<file path="src/rtl/sfl_pkg.sv">
// Shared types and constants of the serial flash loader command engine.
package sfl_pkg;

	localparam int PageBytesDef = 128;
	localparam int AddrBitsDef = 24;

	// Input actions
	localparam logic [1:0] ACT_BYTE  = 2'd0;
	localparam logic [1:0] ACT_TICK  = 2'd1;
	localparam logic [1:0] ACT_FLASH = 2'd2;

	// Result kinds
	localparam logic [2:0] K_SEND    = 3'd0;
	localparam logic [2:0] K_ERASE   = 3'd1;
	localparam logic [2:0] K_FILL    = 3'd2;
	localparam logic [2:0] K_WRITE   = 3'd3;
	localparam logic [2:0] K_READ    = 3'd4;
	localparam logic [2:0] K_RESTART = 3'd5;

	// Configuration register indexes
	localparam logic [1:0] REG_BOOT = 2'd0;
	localparam logic [1:0] REG_SIG  = 2'd1;
	localparam logic [1:0] REG_WIDE = 2'd2;
	localparam logic [1:0] REG_TOUT = 2'd3;

	typedef enum logic [2:0] {
		PH_IDLE, PH_MATCH, PH_DRAIN, PH_ADDR, PH_WRITE, PH_READ
	} phase_t;

	typedef enum logic [2:0] {
		CMD_INFO, CMD_HELP, CMD_EXIT, CMD_SET, CMD_GET, CMD_READ, CMD_WRITE, CMD_NONE
	} cmd_t;

	// Reply runs the back end expands
	typedef enum logic [3:0] {
		RUN_NONE, RUN_QUERY, RUN_ERROR, RUN_INFO, RUN_EXIT, RUN_ADDR,
		RUN_READ_START, RUN_ERASE, RUN_FILL, RUN_PAGE_DONE, RUN_READ_BYTE,
		RUN_READ_END
	} run_t;

	// One queued job: run code plus the values captured when it was decided
	typedef struct packed {
		run_t        run;
		logic [7:0]  data;
		logic [7:0]  sum;
		logic [23:0] addr;
		logic [15:0] word;
		logic [23:0] sig;
		logic [23:0] boot;
	} job_t;

	function automatic logic [7:0] suffix_len(input cmd_t c);
		case (c)
			CMD_SET, CMD_GET: suffix_len = 8'd5;
			CMD_WRITE:        suffix_len = 8'd4;
			CMD_NONE:         suffix_len = 8'd0;
			default:          suffix_len = 8'd3;
		endcase
	endfunction

	function automatic logic [7:0] suffix_char(input cmd_t c, input logic [2:0] p);
		logic [39:0] s;
		s = 40'd0;
		case (c)
			CMD_INFO:  s = {16'd0, "ofn"};
			CMD_HELP:  s = {16'd0, "ple"};
			CMD_EXIT:  s = {16'd0, "tix"};
			CMD_SET:   s = "rdate";
			CMD_GET:   s = "tegrd";
			CMD_READ:  s = {16'd0, "dae"};
			CMD_WRITE: s = {8'd0, "etir"};
			default:   s = 40'd0;
		endcase
		case (p)
			3'd0:    suffix_char = s[7:0];
			3'd1:    suffix_char = s[15:8];
			3'd2:    suffix_char = s[23:16];
			3'd3:    suffix_char = s[31:24];
			3'd4:    suffix_char = s[39:32];
			default: suffix_char = 8'd0;
		endcase
	endfunction

endpackage

</file>
<file path="src/rtl/sfl_front.sv">
// Front end: accepts words, runs the command decoder and queues reply jobs.
module sfl_front #(
	parameter int PAGE_BYTES = sfl_pkg::PageBytesDef,
	parameter int ADDRESS_BITS = sfl_pkg::AddrBitsDef
) (
	input  logic                clk,
	input  logic                arst_n,
	input  logic                in_valid,
	output logic                in_ready,
	input  logic [1:0]          action,
	input  logic [7:0]          value,
	input  logic [23:0]         boot_start,
	input  logic [23:0]         device_signature,
	input  logic                wide_address,
	input  logic [7:0]          reply_timeout,
	output logic                job_valid,
	input  logic                job_ready,
	output sfl_pkg::job_t       job
);
	import sfl_pkg::*;

	localparam int CntW = 9;
	localparam logic [23:0] AMask = 24'((25'd1 << ADDRESS_BITS) - 25'd1);
	localparam logic [23:0] PMask = ~24'(PAGE_BYTES - 1) | ~24'hff_ffff;
	localparam logic [CntW-1:0] WrEnd = CntW'(PAGE_BYTES & ~1);
	localparam logic [CntW-1:0] RdEnd = CntW'(PAGE_BYTES);

	phase_t         phase_q, phase_d;
	cmd_t           cmd_q, cmd_d;
	logic [2:0]     pos_q, pos_d;
	logic [7:0]     tick_q, tick_d;
	logic [23:0]    page_q, page_d, work_q, work_d;
	logic [CntW-1:0] cnt_q, cnt_d;
	logic [7:0]     sum_q, sum_d, low_q, low_d;
	logic [7:0]     ticks_next;
	logic [23:0]    a_full;
	job_t           job_d;
	logic           accept;

	// Each item produces at most one job, so ready only waits on the job slot
	assign in_ready = !job_valid || job_ready;
	assign accept = in_valid && in_ready;
	assign ticks_next = tick_q + 8'd1;
	assign a_full = ({(wide_address ? value : 8'd0), work_q[15:0]} & AMask) & PMask;

	always_comb begin
		phase_d = phase_q; cmd_d = cmd_q; pos_d = pos_q; tick_d = tick_q;
		page_d = page_q; work_d = work_q; cnt_d = cnt_q; sum_d = sum_q; low_d = low_q;
		job_d = '0;
		job_d.run = RUN_NONE;
		job_d.sig = device_signature;
		job_d.boot = boot_start;
		job_d.data = wide_address ? 8'd1 : 8'd0;
		if (action == ACT_BYTE) begin
			case (phase_q)
				PH_MATCH: begin
					if ({5'd0, pos_q} < suffix_len(cmd_q) && value != suffix_char(cmd_q, pos_q)) begin
						job_d.run = RUN_ERROR; phase_d = PH_DRAIN; tick_d = '0;
					end else begin
						pos_d = pos_q + 3'd1;
						tick_d = '0;
						if ({5'd0, pos_q} + 8'd1 >= suffix_len(cmd_q)) begin
							phase_d = PH_IDLE;
							case (cmd_q)
								CMD_INFO: job_d.run = RUN_INFO;
								CMD_EXIT: job_d.run = RUN_EXIT;
								CMD_SET: begin
									phase_d = PH_ADDR; cnt_d = '0; work_d = '0;
								end
								CMD_GET: begin
									job_d.run = RUN_ADDR; job_d.addr = page_q;
								end
								CMD_READ: begin
									job_d.run = RUN_READ_START; job_d.addr = page_q & AMask;
									work_d = page_q & AMask; cnt_d = '0; sum_d = '0;
									phase_d = PH_READ;
								end
								CMD_WRITE: begin
									job_d.run = RUN_ERASE; job_d.addr = page_q & AMask;
									work_d = page_q & AMask; cnt_d = '0; sum_d = '0;
									phase_d = PH_WRITE;
								end
								default: ;
							endcase
						end
					end
				end
				PH_DRAIN: tick_d = '0;
				PH_ADDR: begin
					tick_d = '0;
					if (cnt_q == '0) begin
						work_d = {16'd0, value}; cnt_d = CntW'(1);
					end else if (cnt_q == CntW'(1)) begin
						work_d = work_q | {8'd0, value, 8'd0}; cnt_d = CntW'(2);
					end else begin
						work_d = a_full; cnt_d = '0;
						if (a_full >= boot_start) begin
							job_d.run = RUN_ERROR; phase_d = PH_DRAIN;
						end else begin
							page_d = a_full; phase_d = PH_IDLE;
							job_d.run = RUN_ADDR; job_d.addr = a_full;
						end
					end
				end
				PH_WRITE: begin
					tick_d = '0;
					sum_d = sum_q + value;
					if (!cnt_q[0]) begin
						low_d = value;
					end else begin
						job_d.run = RUN_FILL; job_d.addr = work_q;
						job_d.word = {value, low_q};
						work_d = (work_q + 24'd2) & AMask;
					end
					cnt_d = cnt_q + CntW'(1);
					if (cnt_q + CntW'(1) >= WrEnd) begin
						// Fill (if any) and page completion travel as one job
						job_d.run = (cnt_q[0]) ? RUN_PAGE_DONE : RUN_PAGE_DONE;
						job_d.data = cnt_q[0] ? 8'd1 : 8'd0;
						job_d.sum = sum_q + value;
						job_d.boot = page_q & AMask;
						cnt_d = '0; phase_d = PH_IDLE;
					end
				end
				PH_READ: ;
				default: begin
					phase_d = PH_IDLE;
					case (value)
						"?": job_d.run = RUN_QUERY;
						"i": cmd_d = CMD_INFO;
						"h": cmd_d = CMD_HELP;
						"e": cmd_d = CMD_EXIT;
						"s": cmd_d = CMD_SET;
						"a": cmd_d = CMD_GET;
						"r": cmd_d = CMD_READ;
						"w": cmd_d = CMD_WRITE;
						default: begin
							job_d.run = RUN_ERROR; phase_d = PH_DRAIN; tick_d = '0;
						end
					endcase
					if (value != "?" && job_d.run != RUN_ERROR) begin
						pos_d = '0; tick_d = '0; phase_d = PH_MATCH;
					end
				end
			endcase
		end else if (action == ACT_TICK) begin
			if (phase_q == PH_MATCH || phase_q == PH_ADDR || phase_q == PH_WRITE) begin
				tick_d = ticks_next;
				if (ticks_next == reply_timeout) begin
					job_d.run = RUN_ERROR; phase_d = PH_DRAIN; tick_d = '0;
				end
			end else if (phase_q == PH_DRAIN) begin
				tick_d = ticks_next;
				if (ticks_next == reply_timeout) begin
					phase_d = PH_IDLE; tick_d = '0;
				end
			end
		end else if (action == ACT_FLASH && phase_q == PH_READ) begin
			sum_d = sum_q + value;
			cnt_d = cnt_q + CntW'(1);
			work_d = (work_q + 24'd1) & AMask;
			job_d.data = value;
			if (cnt_q + CntW'(1) >= RdEnd) begin
				job_d.run = RUN_READ_END; job_d.sum = sum_q + value;
				cnt_d = '0; phase_d = PH_IDLE; tick_d = '0;
			end else begin
				job_d.run = RUN_READ_BYTE; job_d.addr = (work_q + 24'd1) & AMask;
			end
		end
	end

	always_ff @(posedge clk or negedge arst_n) begin
		if (!arst_n) begin
			phase_q <= PH_IDLE; cmd_q <= CMD_INFO; pos_q <= '0; tick_q <= '0;
			page_q <= '0; work_q <= '0; cnt_q <= '0; sum_q <= '0; low_q <= '0;
			job_valid <= 1'b0;
		end else begin
			if (job_valid && job_ready) job_valid <= 1'b0;
			if (accept) begin
				phase_q <= phase_d; cmd_q <= cmd_d; pos_q <= pos_d; tick_q <= tick_d;
				page_q <= page_d; work_q <= work_d; cnt_q <= cnt_d; sum_q <= sum_d;
				low_q <= low_d;
				if (job_d.run != RUN_NONE) job_valid <= 1'b1;
			end
		end
	end

	always_ff @(posedge clk) begin
		if (accept) job <= job_d;
	end

endmodule

</file>
<file path="src/rtl/sfl_back.sv">
// Back end: expands one queued job into its run of result words.
module sfl_back #(
	parameter int PAGE_BYTES = sfl_pkg::PageBytesDef
) (
	input  logic          clk,
	input  logic          arst_n,
	input  logic          job_valid,
	output logic          job_ready,
	input  sfl_pkg::job_t job,
	output logic          out_valid,
	input  logic          out_ready,
	output logic [2:0]    kind,
	output logic [7:0]    tx_byte,
	output logic [23:0]   flash_address,
	output logic [15:0]   flash_word,
	output logic          last
);
	import sfl_pkg::*;

	localparam logic [15:0] PB = 16'(PAGE_BYTES);

	job_t       cur_q;
	logic       busy_q;
	logic [3:0] idx_q;
	logic [3:0] len;
	logic [2:0] k;
	logic [7:0] b;
	logic [23:0] fa;
	logic [15:0] fw;
	logic        wide;

	assign wide = cur_q.data[0];

	// Select the word at position idx_q of the current run
	always_comb begin
		k = K_SEND; b = 8'd0; fa = 24'd0; fw = 16'd0; len = 4'd1;
		case (cur_q.run)
			RUN_QUERY: begin
				len = 4'd3;
				case (idx_q)
					4'd0: b = "F";
					4'd1: b = "4";
					default: b = 8'd13;
				endcase
			end
			RUN_ERROR: begin
				len = 4'd6;
				case (idx_q)
					4'd0: b = "e";
					4'd1, 4'd2, 4'd4: b = "r";
					4'd3: b = "o";
					default: b = 8'd13;
				endcase
			end
			RUN_INFO: begin
				len = 4'd10;
				case (idx_q)
					4'd0: b = "I";
					4'd1: b = cur_q.sig[7:0];
					4'd2: b = cur_q.sig[15:8];
					4'd3: b = cur_q.sig[23:16];
					4'd4: b = PB[7:0];
					4'd5: b = PB[15:8];
					4'd6: b = cur_q.boot[7:0];
					4'd7: b = cur_q.boot[15:8];
					4'd8: b = cur_q.boot[23:16];
					default: b = 8'd13;
				endcase
			end
			RUN_EXIT: begin
				len = 4'd2;
				if (idx_q == 4'd0) b = "@";
				else k = K_RESTART;
			end
			RUN_ADDR: begin
				len = 4'd5;
				case (idx_q)
					4'd0: b = "A";
					4'd1: b = cur_q.addr[7:0];
					4'd2: b = cur_q.addr[15:8];
					4'd3: b = wide ? cur_q.addr[23:16] : 8'd0;
					default: b = 8'd13;
				endcase
			end
			RUN_READ_START: begin
				len = 4'd2;
				if (idx_q == 4'd0) b = "R";
				else begin k = K_READ; fa = cur_q.addr; end
			end
			RUN_ERASE: begin k = K_ERASE; fa = cur_q.addr; end
			RUN_FILL: begin k = K_FILL; fa = cur_q.addr; fw = cur_q.word; end
			RUN_PAGE_DONE: begin
				// data[0] set: a fill word leads the run
				len = wide ? 4'd5 : 4'd4;
				case (wide ? idx_q : idx_q + 4'd1)
					4'd0: begin k = K_FILL; fa = cur_q.addr; fw = cur_q.word; end
					4'd1: begin k = K_WRITE; fa = cur_q.boot; end
					4'd2: b = "W";
					4'd3: b = cur_q.sum;
					default: b = 8'd13;
				endcase
			end
			RUN_READ_BYTE: begin
				len = 4'd2;
				if (idx_q == 4'd0) b = cur_q.data;
				else begin k = K_READ; fa = cur_q.addr; end
			end
			RUN_READ_END: begin
				len = 4'd3;
				case (idx_q)
					4'd0: b = cur_q.data;
					4'd1: b = cur_q.sum;
					default: b = 8'd13;
				endcase
			end
			default: ;
		endcase
	end

	logic fire, done;
	assign fire = out_valid && out_ready;
	assign done = fire && (idx_q + 4'd1 == len);
	assign job_ready = !busy_q || done;
	assign out_valid = busy_q;
	assign kind = k;
	assign tx_byte = b;
	assign flash_address = fa;
	assign flash_word = fw;
	assign last = (idx_q + 4'd1 == len);

	always_ff @(posedge clk or negedge arst_n) begin
		if (!arst_n) begin
			busy_q <= 1'b0; idx_q <= '0;
		end else if (job_valid && job_ready) begin
			busy_q <= 1'b1; idx_q <= '0;
		end else if (done) begin
			busy_q <= 1'b0; idx_q <= '0;
		end else if (fire) begin
			idx_q <= idx_q + 4'd1;
		end
	end

	always_ff @(posedge clk) begin
		if (job_valid && job_ready) cur_q <= job;
	end

endmodule

</file>
<file path="src/rtl/serial_flash_loader_command_engine_core.sv">
// Top level of the serial flash loader command engine.
//   channel | direction | handshake            | payload
//   in      | input     | in_valid / in_ready  | action, value
//   out     | output    | out_valid / out_ready| kind, tx_byte, flash_address, flash_word, last
//   cfg     | input     | cfg_we               | cfg_index, cfg_data
// An input word is decoded in the cycle it is accepted and leaves at most one job; the
// back end takes it from the job slot once idle or finishing, and sends its run (1 to 10
// words) one word a cycle while the output is not stalled.
// The front takes the next word once the job slot is empty or being emptied; a stalled
// output holds the run and, once the slot is full, the input.
// Reset clears all control state and loads the register defaults.
module serial_flash_loader_command_engine_core #(
	parameter int PAGE_BYTES = sfl_pkg::PageBytesDef,
	parameter int ADDRESS_BITS = sfl_pkg::AddrBitsDef
) (
	input  logic        clk,
	input  logic        arst_n,
	input  logic        in_valid,
	output logic        in_ready,
	input  logic [1:0]  action,
	input  logic [7:0]  value,
	output logic        out_valid,
	input  logic        out_ready,
	output logic [2:0]  kind,
	output logic [7:0]  tx_byte,
	output logic [23:0] flash_address,
	output logic [15:0] flash_word,
	output logic        last,
	input  logic        cfg_we,
	input  logic [1:0]  cfg_index,
	input  logic [23:0] cfg_data
);
	import sfl_pkg::*;

	logic [23:0] boot_q, sig_q;
	logic        wide_q;
	logic [7:0]  tout_q;
	logic        job_valid, job_ready;
	job_t        job;

	always_ff @(posedge clk or negedge arst_n) begin
		if (!arst_n) begin
			boot_q <= 24'd28672; sig_q <= 24'd2003970; wide_q <= 1'b0; tout_q <= 8'd100;
		end else if (cfg_we) begin
			case (cfg_index)
				REG_BOOT: boot_q <= cfg_data;
				REG_SIG:  sig_q <= cfg_data;
				REG_WIDE: wide_q <= cfg_data[0];
				REG_TOUT: tout_q <= cfg_data[7:0];
				default: ;
			endcase
		end
	end

	sfl_front #(.PAGE_BYTES(PAGE_BYTES), .ADDRESS_BITS(ADDRESS_BITS)) u_front (
		.clk, .arst_n, .in_valid, .in_ready, .action, .value,
		.boot_start(boot_q), .device_signature(sig_q), .wide_address(wide_q),
		.reply_timeout(tout_q), .job_valid, .job_ready, .job
	);

	sfl_back #(.PAGE_BYTES(PAGE_BYTES)) u_back (
		.clk, .arst_n, .job_valid, .job_ready, .job, .out_valid, .out_ready,
		.kind, .tx_byte, .flash_address, .flash_word, .last
	);

endmodule

</file>
<file path="config.mk">
export PLATFORM = sky130hd
export DESIGN_NAME = serial_flash_loader_command_engine_core
export DESIGN_NICKNAME = d
export VERILOG_FILES = /design/src/rtl/sfl_pkg.sv /design/src/rtl/sfl_front.sv /design/src/rtl/sfl_back.sv /design/src/rtl/serial_flash_loader_command_engine_core.sv
export SDC_FILE = /design/constraint.sdc
export NUM_CORES = 1
export LEC_CHECK = 0
export BUFFER_PORTS_ARGS = -buffer_cell sky130_fd_sc_hd__clkbuf_2
export CAP_MARGIN = 20
export CORE_UTILIZATION = 25
export DETAILED_ROUTE_END_ITERATION = 7
export PLACE_DENSITY = 0.44
export SLEW_MARGIN = 40
export SYNTH_ARGS = -nofsm -noshare
export SYNTH_HDL_FRONTEND = slang
export SYNTH_SLANG_ARGS = --single-unit
</file>
<file path="constraint.sdc">
create_clock -name clk -period 5.9 [get_ports clk]
set_input_delay 0.885 -clock clk [delete_from_list [all_inputs] [get_ports clk]]
set_output_delay 0.885 -clock clk [all_outputs]
set_load 0.05 [all_outputs]
</file>
=== After elaboration in Yosys (flattened, before gate mapping) ===
Cells that the tools add are included.

* Add/sub/neg operators: 8
* $lt $le $gt $ge: 4
* Eq/ne operators: 76
* Mux-type cells: 135
* Bitwise operators: 7
* Reduce and logical (&&, ||, !) cells: 59

{| class="wikitable"
|+ Operators by type and width
! cell !! count
|-
| 24-bit 2-to-1 mux || 19
|-
| 39-bit case mux with 7 select lines || 1
|-
| 24-bit case mux with 3 select lines || 3
|-
| 8-bit 2-to-1 mux || 26
|-
| 8-bit case mux with 9 select lines || 2
|-
| 24-bit case mux with 2 select lines || 2
|-
| 44-bit 2-to-1 mux || 2
|-
| 40-bit 2-to-1 mux || 2
|-
| 9-bit 2-to-1 mux || 8
|-
| 8-bit by 7-bit == test with 1-bit output (second input constant) || 7
|-
| 3-bit 2-to-1 mux || 18
|-
| 4-bit 2-to-1 mux || 12
|-
| 8-bit case mux with 2 select lines || 3
|-
| 8-bit case mux with 5 select lines || 1
|-
| 4-bit by 3-bit == test with 1-bit output (second input constant) || 8
|-
| 16-bit 2-to-1 mux || 2
|-
| 16-bit case mux with 2 select lines || 1
|-
| 8-bit case mux with 4 select lines || 1
|-
| 3-bit case mux with 5 select lines || 2
|-
| 9-bit case mux with 3 select lines || 1
|-
| 24-bit by 1-bit adder with 24-bit output (second input constant) || 1
|-
| 24-bit by 2-bit adder with 24-bit output (second input constant) || 1
|-
| 4-bit by 2-bit == test with 1-bit output (second input constant) || 6
|-
| 24-bit greater-or-equal comparator || 1
|-
| other kinds (70) || 159
|}

* Flip-flop bits (word level): 362
* Word-level logic and storage cells: 320

=== Depth between registers and ports, before layout ===
* Depth in word-level cells: 18
* Mapped depth: 15
* Mapped depth without buffers: 12

=== By module ===
Synthesis repeated with hierarchy kept, for this count alone.

* Cell total of the unflattened synthesis: 1,713
* Area, all modules: 18,793.0 um^2

{| class="wikitable"
|+ By module, submodules not included
! module !! times used !! cells each !! area each (um^2) !! seq. area each (um^2)
|-
| sfl_front || 1 || 1,171 || 11,268.3 || 5,345.1
|-
| sfl_back || 1 || 420 || 5,351.4 || 3,368.2
|-
| serial_flash_loader_command_engine_core || 1 || 122 || 2,173.3 || 1,443.9
|}

=== Worst setup path after synthesis ===
Ideal clock, no wire load.

* Path type: flip-flop to flip-flop
* Start point: reg u_back.idx_q[0]
* End point: reg u_front.tick_q[6]
* Setup time: 0.110 ns
* Arrival time: 5.070 ns
* Setup slack: 0.720 ns
* Cell stages (with the launch flop): 16
* Path buffers: 3
* Period minus slack after synthesis: 5.180 ns
* Cell sequence: dfrtp_1 clkbuf_1 inv_1 ha_1 nor3_1 o21ai_0 or3_1 o21ai_1 nor2_1 inv_1 and2_1 buf_2 nand4_1 or2_0 clkbuf_1 o41ai_1

* Word-level cells in the longest chain between the ends: 7

{| class="wikitable"
|+ RTL lines
! what !! line !! RTL
|-
| start: declaration || sfl_back.sv:24 || <nowiki>logic [3:0] idx_q;</nowiki>
|-
| start signal: assignment || sfl_back.sv:139 || <nowiki>idx_q <= idx_q + 4'd1;</nowiki>
|-
| 4-bit by 1-bit adder with 4-bit output || sfl_back.sv:122 || <nowiki>assign done = fire && (idx_q + 4'd1 == len);</nowiki>
|-
| 4-bit == test || sfl_back.sv:122 ||
|-
| 1-bit logical AND || sfl_back.sv:122 ||
|-
| 1-bit logical OR || sfl_back.sv:123 || <nowiki>assign job_ready = !busy_q || done;</nowiki>
|-
| 1-bit logical OR || sfl_front.sv:41 || <nowiki>assign in_ready = !job_valid || job_ready;</nowiki>
|-
| via in_ready || serial_flash_loader_command_engine_core.sv:19 || <nowiki>output logic in_ready,</nowiki>
|-
| 1-bit logical AND || sfl_front.sv:42 || <nowiki>assign accept = in_valid && in_ready;</nowiki>
|-
| via u_front.accept || sfl_front.sv:38 || <nowiki>logic accept;</nowiki>
|-
| 6-bit AND reduction (no line) || - ||
|-
| end signal: assignment || sfl_front.sv:180 || <nowiki>phase_q <= phase_d; cmd_q <= cmd_d; pos_q <= pos_d; tick_q <= tick_d;</nowiki>
|-
| end: declaration || sfl_front.sv:31 || <nowiki>logic [7:0] tick_q, tick_d;</nowiki>
|}

The timed path passes the listed nets, and every way through them passes these cells.
A chain may end at the register's enable or synchronous reset.

=== Worst setup path after layout ===
* Start point: reg u_back.idx_q[0]
* End point: out flash_address[17]

* Word-level cells in the longest chain between the ends: 5
* Elaborated cells between the ends (all ways): 8
* Those cells by class: 1 x add/sub; 1 x eq/ne; 4 x mux; 2 x reduce/logical

{| class="wikitable"
|+ RTL lines
! what !! line !! RTL
|-
| 4-bit by 1-bit adder with 4-bit output || sfl_back.sv:95 || <nowiki>case (wide ? idx_q : idx_q + 4'd1)</nowiki>
|-
| 4-bit 2-to-1 mux || sfl_back.sv:95 ||
|-
| 4-bit by 1-bit == test with 1-bit output or 4-bit logical NOT (tied branches) || sfl_back.sv:95 ||
|-
| 24-bit case mux with 2 select lines || sfl_back.sv:95 ||
|-
| 24-bit case mux with 3 select lines * || sfl_back.sv:37 || <nowiki>case (cur_q.run)</nowiki>
|-
| end: declaration || serial_flash_loader_command_engine_core.sv:26 || <nowiki>output logic [23:0] flash_address,</nowiki>
|}

Mark *: on every way between the ends. The rest lies on a longest branch, timed or not.

==> results.sh <==
export IMPL_period_needed_ns=4.91
export IMPL_placed_area_mm2=0.0202
export IMPL_critPathKind="reg2out"
export IMPL_num_rows=99
export IMPL_tns_ns=0
export IMPL_drt_iter0_drc=1232
export IMPL_cap_violations=0
export IMPL_crit_chain="ha_1, inv_1, o31ai_2, nand4_1, o21ai_0, a22oi_1, o32ai_2, buf_4, a22o_1, clkbuf_2"
export IMPL_synthTopCellsByCount="edfxtp_1 (216), nand2_1 (143), dfrtp_1 (132)"
export IMPL_vias_per_cell=5.06
export IMPL_grt_first_pass_wirelength_mm=90.4
export IMPL_power_mw=8.13
export IMPL_cts_repair_resized=0
export IMPL_power_frac_comb_pct=25.1
export IMPL_r2r_start="u_back.cur_q[104]"
export IMPL_slew_headroom_pct=48.1
export IMPL_p_seq_share_pct=43.7
export IMPL_finalHoldViolCount=0
export IMPL_drive_gt1_share_pct=17.1
export IMPL_cp_required_ns=5.02
export IMPL_ir_drop_mv=0.215
export IMPL_synth_seq_cells=362
export IMPL_design_area_mm2=0.0215
export IMPL_coreArea_mm2=0.0732
export IMPL_status="finished with violations"
export IMPL_clkLatencyLatePin_ns=0.58
export IMPL_yosysSeqAreaShare_pct=54.6
export IMPL_antennaDiodeCount=0
export IMPL_grt_use_total_pct=15.9
export IMPL_path_max_fanout=24
export IMPL_cts_tree="done"
export IMPL_synth_cells=1699
export IMPL_die_area_mm2=0.0755
export IMPL_synthTopCellsByArea="edfxtp_1 (35%), dfrtp_1 (18%), mux2_2 (5.4%)"
export IMPL_cts_buffer_depth=3
export IMPL_drc=9
export IMPL_hold_class="in2async"
export IMPL_p_int_mw=5.30
export IMPL_cts_clk_slew_worst_paths_ns=0.06
export IMPL_cts_setup_buffers=0
export IMPL_grt_max_degree=99
export IMPL_dp_hpwl_mm=44.9
export IMPL_start_util_pct=25.4
export IMPL_clock_skew_ns=0.0277
export IMPL_root_buffer="clkbuf_16"
export IMPL_r2r_cells=12
export IMPL_syn_nets=1786
export IMPL_routed_wl_mm=60.6
export IMPL_crit_path_start_kind="flop"
export IMPL_cts_max_level=2
export IMPL_worstSetupEndpointType="output port"
export IMPL_power_leakage_nw=8.21
export IMPL_synthArstFlopShare_pct=40.3
export IMPL_finalSetupViolCount=0
export IMPL_synth_avg_cell_area_um2=10.9
export IMPL_rrSetupSlack_ns=1.44
export IMPL_synth_distinct_cells=72
export IMPL_finalMaxSlewViolations=0
export IMPL_dpl_worst_slack_ns=1.41
export IMPL_fillers=7497
export IMPL_worstMarginPinSlew_ns=0.774
export IMPL_rsz0062_at_grt="false"
export IMPL_synth_ff_type="edfxtp_1"
export IMPL_crit_slowest_cell="ha_1"
export IMPL_violations="design-rule violations"
export IMPL_antenna_found_initial=0
export IMPL_final_nets=1843
export IMPL_synth_top_area_cell="edfxtp_1"
export IMPL_switching_share_pct=34.8
export IMPL_max_freq_mhz=204
export IMPL_gp_congestion=0.913
export IMPL_synth_edf_count=216
export IMPL_cts_hold_buf=0
export IMPL_switchingPower_mw=2.83
export IMPL_clkSinkCount=362
export IMPL_grt_pass1_vias=13600
export IMPL_worstPathArrival_ns=4.02
export IMPL_ios=95
export IMPL_setup_ws_ns=0.991
export IMPL_clkPwrFrac_pct=31.2
export IMPL_port_buffers=94
export IMPL_powerDensity_mw_per_mm2=378
export IMPL_ys_warn_count=0
export IMPL_cts_buffers=39
export IMPL_r2r_end="u_front.tick_q[7]"
export IMPL_avgRoutedWirePerCell_um=22.1
export IMPL_via_count=13900
export IMPL_slowest_delay_ns=0.61
export IMPL_period_share_pct=83.2
export IMPL_synth_top_area_share_pct=34.9
export IMPL_fin_hold_ws_ns=0.227
export IMPL_synthesis_area_mm2=0.0186
export IMPL_yosysMostFrequentCell="edfxtp_1"
export IMPL_die_w_um=275
export IMPL_ant_nets=0
export IMPL_fp_dieH_um=275
export IMPL_drt_pass1_iterations=8
export IMPL_grt_ovfl_total=0
export IMPL_syn2layout_area_growth_pct=15.8
==> placed cells by master, fill, tap and decap left out, types with 7 or more instances in the layout <==
master,netlist,final
edfxtp_1,216,216
nand2_1,143,142
dfrtp_1,132,131
o21ai_0,128,128
nor2_1,106,104
clkbuf_2,0,93
mux2_2,89,89
a21oi_1,63,63
inv_1,56,56
nand3_1,51,51
and2_1,51,49
ha_1,45,45
clkbuf_16,0,39
nor2b_1,32,32
a22oi_1,32,32
nor3_1,32,31
xnor2_1,31,31
a22o_1,30,30
buf_4,0,26
xor2_1,24,24
a21o_1,23,23
and3_1,21,21
a31oi_1,22,21
nand4_1,19,19
nand2b_1,18,18
o22ai_1,17,17
a32oi_1,15,15
o31ai_1,16,14
dfstp_2,14,14
a221o_1,13,13
a221oi_1,13,13
nor4_1,13,13
a211oi_1,12,12
mux2i_1,8,8
or3_1,8,8
o21a_1,8,8
clkbuf_1,98,7
==> stage by stage <==
step | util [%] | cells
finish | 29.4 | 2746
floorplan | - | 1699
global route | 29.4 | 2746
CTS | 29.4 | 2745
detailed placement | 27.6 | 2673
global placement | 27.5 | 2673
==> critical path, delay by kind of cell, from the launching register on <==
kind | cells | cell delay, ns
flops | 1 | 0.52
compound gates | 5 | 1.25
simple gates | 1 | 0.34
buf+inv | 3 | 0.71
fa+ha+maj | 1 | 0.61
==> registers in the layout, summed over array words and instances (netlist names), 3 cells and up <==
name and count:
tout_q 8, u_front.work_q 24, u_front.sum_q 8, u_front.job 108, u_back.cur_q 108, u_front.phase_q 3, u_front.low_q 8, u_front.pos_q 3
u_front.tick_q 8, u_front.cnt_q 9, boot_q 24, u_back.idx_q 4, u_front.page_q 17, u_front.cmd_q 3, sig_q 24
==> worst max-delay path by stage <==
stage	startpoint	end	cells after the start
floorplan	u_back.idx_q[0]	u_front.tick_q[6]	15
global placement	u_back.idx_q[0]	flash_address[17]	10
detailed placement	value[1]	u_front.job[79]	13
CTS	u_back.idx_q[0]	flash_address[17]	10
global route	u_back.idx_q[0]	flash_address[22]	10
finish	u_back.idx_q[0]	flash_address[17]	10
==> cell families (layout without fill, tap and decap cells) <==
logic type      count (synthesis)  count (layout)  synth area share, %
compound gates                449             449                 16.3
flops                         362             362                 54.6
xor+xnor                       55              55                 2.59
fa+ha+maj                      46              46                 3.14
simple gates                  526             526                 14.1
buf+inv                       164             252                 3.35
mux                            97              97                 5.82
==> layout make-up <==
type                       count  area (um2)  share of cell area [%]
multi-input combinational   1173        7900                    36.7
clock inverter                23         279                    1.30
sequential                   362       10200                    47.2
clock buffer                  49        1040                    4.85
tap                          959        1200                    5.57
timing repair buffer         124         743                    3.45
inverter                      56         210                   0.976
==> power groups by stage <==
stage	logic [mW]	clock network [mW]	registers [mW]
3_3_place_gp	2.02	0	3.59
5_1_grt	2.24	2.70	3.60
2_1_floorplan	1.54	0	3.37
6_report	2.04	2.54	3.55
4_1_cts	2.04	2.62	3.55
3_5_place_dp	2.04	0	3.60
==> layer usage <==
metal / GRT usage, % / vias up / share of wire (%)
met5: 0 / - / 0
met4: 4.80 / 0 / 2.6
met3: 1.82 / 75 / 4.6
met2: 26.4 / 424 / 47
met1: 21.8 / 6937 / 45
li1: - / 6457 / -
Power figures use the tool's default switching activity.
